==> src/design/spd_pkg.sv <==
// ----------------------------------------------------------------------------
// spd_pkg: shared types and constants for the sensor packet deframer
// Phase encoding, report codes, register indexes and reset values.
// ----------------------------------------------------------------------------
package spd_pkg;

	localparam int unsigned CfgIdxW = 2;
	localparam int unsigned CfgDataW = 32;

	localparam logic [CfgIdxW-1:0] CFG_START_CODE = 2'd0;
	localparam logic [CfgIdxW-1:0] CFG_DEVICE_ADDRESS = 2'd1;
	localparam logic [CfgIdxW-1:0] CFG_TIMEOUT_TICKS = 2'd2;

	localparam logic [15:0] START_CODE_RST = 16'hEF01;
	localparam logic [31:0] DEVICE_ADDRESS_RST = 32'hFFFF_FFFF;
	localparam logic [19:0] TIMEOUT_TICKS_RST = 20'd1000;

	// length field counts payload plus the two checksum bytes
	localparam logic [15:0] CHK_BYTES = 16'd2;

	localparam logic OP_BYTE = 1'b0;
	localparam logic OP_TICK = 1'b1;

	localparam logic KIND_DATA = 1'b0;
	localparam logic KIND_REPORT = 1'b1;

	typedef enum logic [2:0] {
		ST_OK = 3'd0,
		ST_BAD_START = 3'd1,
		ST_ADDR_MISMATCH = 3'd2,
		ST_SHORT_LEN = 3'd3,
		ST_CHECKSUM = 3'd4,
		ST_TIMEOUT = 3'd5
	} status_t;

	typedef enum logic [8:0] {
		PH_HUNT = 9'b000000001,
		PH_START_LO = 9'b000000010,
		PH_ADDR = 9'b000000100,
		PH_TYPE = 9'b000001000,
		PH_LEN_HI = 9'b000010000,
		PH_LEN_LO = 9'b000100000,
		PH_PAYLOAD = 9'b001000000,
		PH_CHK_HI = 9'b010000000,
		PH_CHK_LO = 9'b100000000
	} phase_t;

endpackage

==> src/design/sensor_packet_deframer_core.sv <==
// ----------------------------------------------------------------------------
// sensor_packet_deframer_core: serial packet deframer with 16-bit sum check
// Hunts start code, checks address, forwards payload bytes, reports each end.
// ----------------------------------------------------------------------------
// Usage:
//   Input channel (in_valid/in_stall, op, rx_byte) carries one received byte
//   (op = 0) or one time tick (op = 1) per transfer. Output channel
//   (out_valid/out_stall) carries at most one result per input item: a
//   payload byte (kind = 0) or an end-of-packet report (kind = 1).
//   Configuration is a plain write port (cfg_we, cfg_index, cfg_data); write
//   only while no item is in flight.
// Throughput:
//   An accepted item lands in the input register, and its result goes on to
//   the output register, which raises out_valid.
//   One item per cycle sustained while out_stall is low; the per-byte state
//   update is a single pass of short logic between the two registers.
// Reset:
//   arst_n clears the valid bits of both registers and the deframer state
//   (hunting), and loads the register reset values.
// Stall:
//   While out_stall holds a result, the input register holds its item and
//   in_stall rises once that register is full; no item is dropped.
// ----------------------------------------------------------------------------
module sensor_packet_deframer_core
	import spd_pkg::*;
(
	input  logic                clk,
	input  logic                arst_n,
	input  logic                cfg_we,
	input  logic [CfgIdxW-1:0]  cfg_index,
	input  logic [CfgDataW-1:0] cfg_data,
	input  logic                in_valid,
	output logic                in_stall,
	input  logic                op,
	input  logic [7:0]          rx_byte,
	output logic                out_valid,
	input  logic                out_stall,
	output logic                kind,
	output logic [7:0]          packet_type,
	output logic [7:0]          data_byte,
	output logic [15:0]         payload_length,
	output logic [2:0]          status
);

	// configuration
	logic [15:0] start_code_q;
	logic [31:0] device_address_q;
	logic [19:0] timeout_ticks_q;

	// input register
	logic       valid_s1;
	logic       op_s1;
	logic [7:0] byte_s1;

	// deframer state
	phase_t      phase_q, phase_n;
	logic [15:0] position_q, position_n;
	logic [15:0] decl_len_q, decl_len_n;
	logic [15:0] sum_q, sum_n;
	logic [7:0]  chk_hi_q, chk_hi_n;
	logic [7:0]  type_q, type_n;
	logic        addr_bad_q, addr_bad_n;
	logic [19:0] idle_q, idle_n;

	// result
	logic        emit;
	logic        kind_n;
	logic [7:0]  data_n;
	logic [15:0] plen_n;
	status_t     status_n;

	logic        out_valid_q;
	logic        advance;
	logic        load_s1;

	logic [7:0]  addr_sel;
	logic [15:0] pos_inc;
	logic [19:0] idle_inc;
	logic [15:0] len_full;
	logic [15:0] pay_len;
	logic        addr_miss;

	assign advance = !out_valid_q || !out_stall;
	assign in_stall = valid_s1 && !advance;
	assign load_s1 = in_valid && !in_stall;

	assign pos_inc = position_q + 16'd1;
	assign idle_inc = idle_q + 20'd1;
	assign len_full = {decl_len_q[15:8], byte_s1};
	assign pay_len = decl_len_q - CHK_BYTES;

	always_comb begin
		unique case (position_q[1:0])
			2'd0: addr_sel = device_address_q[31:24];
			2'd1: addr_sel = device_address_q[23:16];
			2'd2: addr_sel = device_address_q[15:8];
			default: addr_sel = device_address_q[7:0];
		endcase
	end
	assign addr_miss = addr_bad_q || (addr_sel != byte_s1);

	always_comb begin
		phase_n = phase_q;
		position_n = position_q;
		decl_len_n = decl_len_q;
		sum_n = sum_q;
		chk_hi_n = chk_hi_q;
		type_n = type_q;
		addr_bad_n = addr_bad_q;
		idle_n = idle_q;
		emit = 1'b0;
		kind_n = KIND_REPORT;
		data_n = 8'd0;
		plen_n = 16'd0;
		status_n = ST_OK;

		if (op_s1 == OP_TICK) begin
			if (phase_q != PH_HUNT) begin
				idle_n = idle_inc;
				// a wrap to zero also times out (zero limit acts as one)
				if (idle_inc >= timeout_ticks_q || idle_inc == 20'd0) begin
					emit = 1'b1;
					status_n = ST_TIMEOUT;
					phase_n = PH_HUNT;
					idle_n = 20'd0;
				end
			end
		end else begin
			idle_n = 20'd0;
			unique case (phase_q)
				PH_HUNT: begin
					// sum register parks the first start byte
					sum_n = {8'd0, byte_s1};
					type_n = 8'd0;
					decl_len_n = 16'd0;
					phase_n = PH_START_LO;
				end
				PH_START_LO: begin
					if ({sum_q[7:0], byte_s1} != start_code_q) begin
						emit = 1'b1;
						status_n = ST_BAD_START;
						phase_n = PH_HUNT;
					end else begin
						position_n = 16'd0;
						addr_bad_n = 1'b0;
						phase_n = PH_ADDR;
					end
				end
				PH_ADDR: begin
					addr_bad_n = addr_miss;
					position_n = pos_inc;
					if (pos_inc[2]) begin
						if (addr_miss) begin
							emit = 1'b1;
							status_n = ST_ADDR_MISMATCH;
							phase_n = PH_HUNT;
						end else begin
							phase_n = PH_TYPE;
						end
					end
				end
				PH_TYPE: begin
					type_n = byte_s1;
					sum_n = {8'd0, byte_s1};
					phase_n = PH_LEN_HI;
				end
				PH_LEN_HI: begin
					decl_len_n = {byte_s1, 8'd0};
					sum_n = sum_q + {8'd0, byte_s1};
					phase_n = PH_LEN_LO;
				end
				PH_LEN_LO: begin
					decl_len_n = len_full;
					sum_n = sum_q + {8'd0, byte_s1};
					if (len_full < CHK_BYTES) begin
						emit = 1'b1;
						status_n = ST_SHORT_LEN;
						phase_n = PH_HUNT;
					end else begin
						position_n = 16'd0;
						phase_n = (len_full == CHK_BYTES) ? PH_CHK_HI : PH_PAYLOAD;
					end
				end
				PH_PAYLOAD: begin
					sum_n = sum_q + {8'd0, byte_s1};
					position_n = pos_inc;
					if (pos_inc >= pay_len) phase_n = PH_CHK_HI;
					emit = 1'b1;
					kind_n = KIND_DATA;
					data_n = byte_s1;
				end
				PH_CHK_HI: begin
					chk_hi_n = byte_s1;
					phase_n = PH_CHK_LO;
				end
				PH_CHK_LO: begin
					emit = 1'b1;
					plen_n = pay_len;
					status_n = ({chk_hi_q, byte_s1} == sum_q) ? ST_OK : ST_CHECKSUM;
					phase_n = PH_HUNT;
				end
				default: begin
					phase_n = PH_HUNT;
				end
			endcase
		end
	end

	always_ff @(posedge clk or negedge arst_n) begin
		if (!arst_n) begin
			start_code_q <= START_CODE_RST;
			device_address_q <= DEVICE_ADDRESS_RST;
			timeout_ticks_q <= TIMEOUT_TICKS_RST;
		end else if (cfg_we) begin
			unique case (cfg_index)
				CFG_START_CODE: start_code_q <= cfg_data[15:0];
				CFG_DEVICE_ADDRESS: device_address_q <= cfg_data;
				CFG_TIMEOUT_TICKS: timeout_ticks_q <= cfg_data[19:0];
				default: ;
			endcase
		end
	end

	// input register
	always_ff @(posedge clk or negedge arst_n) begin
		if (!arst_n) begin
			valid_s1 <= 1'b0;
		end else if (!in_stall) begin
			valid_s1 <= in_valid;
		end
	end

	always_ff @(posedge clk) begin
		if (load_s1) begin
			op_s1 <= op;
			byte_s1 <= rx_byte;
		end
	end

	// state update and result register
	always_ff @(posedge clk or negedge arst_n) begin
		if (!arst_n) begin
			phase_q <= PH_HUNT;
			position_q <= 16'd0;
			decl_len_q <= 16'd0;
			sum_q <= 16'd0;
			chk_hi_q <= 8'd0;
			type_q <= 8'd0;
			addr_bad_q <= 1'b0;
			idle_q <= 20'd0;
			out_valid_q <= 1'b0;
		end else if (advance) begin
			out_valid_q <= valid_s1 && emit;
			if (valid_s1) begin
				phase_q <= phase_n;
				position_q <= position_n;
				decl_len_q <= decl_len_n;
				sum_q <= sum_n;
				chk_hi_q <= chk_hi_n;
				type_q <= type_n;
				addr_bad_q <= addr_bad_n;
				idle_q <= idle_n;
			end
		end
	end

	always_ff @(posedge clk) begin
		if (advance && valid_s1 && emit) begin
			kind <= kind_n;
			packet_type <= type_q;
			data_byte <= data_n;
			payload_length <= plen_n;
			status <= status_n;
		end
	end

	assign out_valid = out_valid_q;

	// payload results carry no status and no length
	a_data_clean: assert property (@(posedge clk) disable iff (!arst_n)
		out_valid_q && (kind == KIND_DATA) |-> (status == ST_OK) && (payload_length == 16'd0))
		else $error("payload result with status or length set");

	// only ok and checksum reports carry a length
	a_len_in_report: assert property (@(posedge clk) disable iff (!arst_n)
		out_valid_q && (kind == KIND_REPORT) && (payload_length != 16'd0)
		|-> (status == ST_OK) || (status == ST_CHECKSUM))
		else $error("length in a header or timeout report");

	// every report returns the deframer to hunting
	a_report_hunts: assert property (@(posedge clk) disable iff (!arst_n)
		advance && valid_s1 && emit && (kind_n == KIND_REPORT)
		|=> (phase_q == PH_HUNT) && (idle_q == 20'd0))
		else $error("report without return to hunting");

	// input only held back when the input register is full
	a_stall_full: assert property (@(posedge clk) disable iff (!arst_n)
		in_stall |-> valid_s1 && out_valid_q)
		else $error("input stalled with free input register");

endmodule
==> config.mk <==
export PLATFORM = sky130hd
export DESIGN_NAME = sensor_packet_deframer_core
export DESIGN_NICKNAME = d
export VERILOG_FILES = /design/src/design/spd_pkg.sv /design/src/design/sensor_packet_deframer_core.sv
export SDC_FILE = /design/constraint.sdc
export NUM_CORES = 1
export LEC_CHECK = 0
export BUFFER_PORTS_ARGS = -buffer_cell sky130_fd_sc_hd__clkbuf_2
export CELL_PAD_IN_SITES_DETAIL_PLACEMENT = 1
export CELL_PAD_IN_SITES_GLOBAL_PLACEMENT = 2
export CORE_MARGIN = 2
export CORE_UTILIZATION = 43
export DETAILED_ROUTE_END_ITERATION = 8
export HOLD_SLACK_MARGIN = 0.08
export PLACE_DENSITY_LB_ADDON = 0.25
export SYNTH_ARGS = -nofsm -noshare
export SYNTH_HDL_FRONTEND = slang
export SYNTH_SLANG_ARGS = --single-unit
==> constraint.sdc <==
create_clock -name clk -period 8.9 [get_ports clk]
set_clock_uncertainty 0.15 [all_clocks]
set_input_delay 1.78 -clock clk [delete_from_list [all_inputs] [get_ports clk]]
set_output_delay 1.78 -clock clk [all_outputs]
set_load 0.05 [all_outputs]
==> results.ini <==
[drt]
vias_per_cell = 5.62
drt_iter0_drc = 444
wirelength_um = 31300
routedWlPerCell_um = 20.6
drc_errors = 7
first_pass_iters = 7
ant_nets = 0
vias = 8526

[synthesis]
ys_seq_elements = 209
syn_area_per_cell_um2 = 10.5
async_reset_ff_frac = 0.785
ys_warn_count = 0
synth.top_cells.by_area = dfrtp_1 26%, edfxtp_1 12%, dfstp_2 11%, mux2_2 7.5%, ha_1 5.7%
synth.cell_area_mm2 = 0.0114
synth-main-ff-cell = dfrtp_1
synth_edf_count = 45
synthCells = 1095
synth_top_area_frac = 0.256
ys_seq_area_frac = 0.482
synthDistinctLibCells = 69
yosysTopAreaCell = dfrtp_1
syn_nets = 1196

[layout]
final_cell_mix = 117 x dfrtp_1, 110 x nand2_1, 84 x clkbuf_2, 76 x mux2_2, 72 x nor2_1
drive_gt1_frac = 0.235
fillers = 2917
antenna_cells = 0
seq_area_mm2 = 0.00551
multiInputGateArea_mm2 = 0.00548
layout_commonest_cell = dfrtp_1
layout.nets = 1264
area_growth_pct = 13.5

[clocking]
cts_tree = built
post_cts_resized = 0
cts_setup_buffers = 0
numCtsBuffers = 25
clock_latency_ns = 0.55
clkSinkCount = 209
cts_hold_buf = 0
clkTransAtPathRegs_ns = 0.06
htreeDepth = 1
cts_buffer_depth = 3
cts_root_buf = clkbuf_16

[floorplan]
die_area_mm2 = 0.0279
die_h_um = 167
die_x_um = 167
core_area_mm2 = 0.0261
io_pins = 86
rows = 59
start_util = 0.438

[sta]
max_freq_mhz = 210
drv_slew = 0
hold_violations = 0
fin_crit_ns = 4.77
tns_ns = 0
grt_setup_unrepaired = false
setup_viol_count_final = 0
timing_worst_slew_pin_value_ns = 1.16
min_period_over_period = 0.535
max-slew-margin-rel = 0.219

[worst_setup_path]
start_kind = flop
critPathCaptureType = flop
required_ns = 8.93
path_class = flop to flop
cp.arrival_ns = 4.80
r2r_cells = 15
path_max_fanout = 36

[pwr]
p_total_uw = 2850
p_comb_frac = 0.209
power.switching_uw = 887
intPower_uw = 1960
power.share.clock = 0.363
p_leak_uw = 0.00587
powerDensity_mw_per_mm2 = 219
p_sw_frac = 0.311
power_frac_seq = 0.429
ir_drop_uv = 141

[global_route]
grt_pass1_vias = 8902
globalRouteOverflowTotal = 0
grt_usage = 0.225
antenna_found_initial = 0
grt_pass1_wl_um = 49800
grt_max_degree = 65

[placed_design]
hpwlAfterDp_um = 22800
gp_congestion = 0.824
io_buffers = 85

[worst_hold_path]
hold_class = flop to flop
holdPathStages = 0

[run_status]
failed_checks = DRC
status = complete, but fails checks

[job]
maxCapViolations = 0

==> layout make-up <==
class	count	share of cell area
inverter	57	0.0165
tap	335	0.0322
clock buffer	30	0.0503
sequential	209	0.424
multi-input combinational	770	0.422
clock inverter	16	0.0132
timing repair buffer	100	0.0419
==> cells in the mapped netlist, drive strengths merged, types with 3 or more instances <==
| cell | n |
|---|---|
| dfrtp | 117 |
| nand2 | 110 |
| mux2 | 76 |
| nor2 | 72 |
| inv | 57 |
| xnor2 | 53 |
| ha | 52 |
| o21ai | 50 |
| dfstp | 47 |
| clkbuf | 46 |
| edfxtp | 45 |
| nand3 | 40 |
| xor2 | 31 |
| nand4 | 24 |
| a21oi | 23 |
| nor4 | 20 |
| nor3 | 16 |
| and2 | 15 |
| a32o | 13 |
| buf | 13 |
| a211oi | 10 |
| and3 | 10 |
| mux2i | 10 |
| o211ai | 10 |
| nor2b | 9 |
| a222oi | 8 |
| a22o | 8 |
| and4 | 8 |
| o31ai | 8 |
| or2 | 8 |
| or3 | 8 |
| nand2b | 7 |
| a21o | 6 |
| a31oi | 6 |
| nor3b | 6 |
| a21boi | 5 |
| o21a | 5 |
| a2111oi | 4 |
| nand3b | 4 |
| o22ai | 4 |
| o311ai | 4 |
| or4 | 4 |
| a2111o | 3 |
| o2bb2ai | 3 |
==> per-layer routing <==
layer | vias to the layer above | global-route usage | routed length [µm]
met3 | 50 | 0.0277 | 1030
met5 | - | 0 | 0
li1 | 4069 | - | -
met2 | 142 | 0.366 | 14400
met1 | 4265 | 0.322 | 15100
met4 | 0 | 0.0533 | 747
==> per-stage QoR <==
step	cell area (µm²)	setup WS (ns)	utilization	std cells	hold WS (ns)
finish	13000	4.13	0.497	1517	0.303
global route	13000	3.79	0.497	1517	0.317
CTS	13000	4.11	0.497	1517	0.305
detailed placement	12200	4.13	0.466	1471	0.291
global placement	12200	4.26	0.466	1471	0.293
floorplan	11400	4.10	-	1095	0.275
==> worst max-delay path: stages (launching register included) <==
cell and delay, ns:
dfrtp_1 0.50, ha_1 0.33, nand4_1 0.21, or3_2 0.56, and2_1 0.19, or2_2 0.31
ha_1 0.30, and3_1 0.19, o31ai_1 0.07, or3_1 0.30, a31oi_1 0.18, a211oi_1 0.07
buf_4 0.22, a31oi_1 0.21, and3_1 0.18, buf_4 0.41
==> sequential cells by signal (all words and copies together), names as in the netlist <==
| signal | count |
|---|---|
| position_q | 16 |
| packet_type | 8 |
| phase_q | 9 |
| payload_length | 16 |
| status | 3 |
| start_code_q | 16 |
| decl_len_q | 16 |
| op_s1 | 1 |
| kind | 1 |
| device_address_q | 32 |
| data_byte | 8 |
| idle_q | 20 |
| valid_s1 | 1 |
| timeout_ticks_q | 20 |
| byte_s1 | 8 |
| addr_bad_q | 1 |
| out_valid | 1 |
| chk_hi_q | 8 |
| type_q | 8 |
| sum_q | 16 |
==> final timing paths <==
| path | end | from | slack (ns) |
|---|---|---|---|
| setup / recovery | data_byte[2] | idle_q[0] | 4.13 |
| hold / removal | packet_type[4] | type_q[4] | 0.30 |
| setup reg to reg | data_byte[2] | idle_q[0] | 4.13 |
| hold reg to reg | packet_type[4] | type_q[4] | 0.30 |
| max in group asynchronous | type_q[7] | arst_n | 6.34 |
| min in group asynchronous | idle_q[18] | arst_n | 1.02 |
==> power by group through the flow <==
stage          clock, µW  combinational (µW)  sequential, µW
6_report            1030                 595            1220
5_1_grt             1090                 661            1240
4_1_cts             1060                 598            1220
3_5_place_dp           0                 594            1240
3_3_place_gp           0                 581            1230
2_1_floorplan          0                 393            1250
==> kinds of logic (layout without fill, tap and decap cells) <==
family | Yosys count | after routing | synth area share
flops | 209 | 209 | 0.482
simple gates | 365 | 365 | 0.160
xor+xnor | 84 | 84 | 0.0643
buf+inv | 116 | 203 | 0.0400
mux | 86 | 86 | 0.0835
compound gates | 182 | 182 | 0.112
fa+ha+maj | 53 | 53 | 0.0586
(Power assumes the default switching activity.)
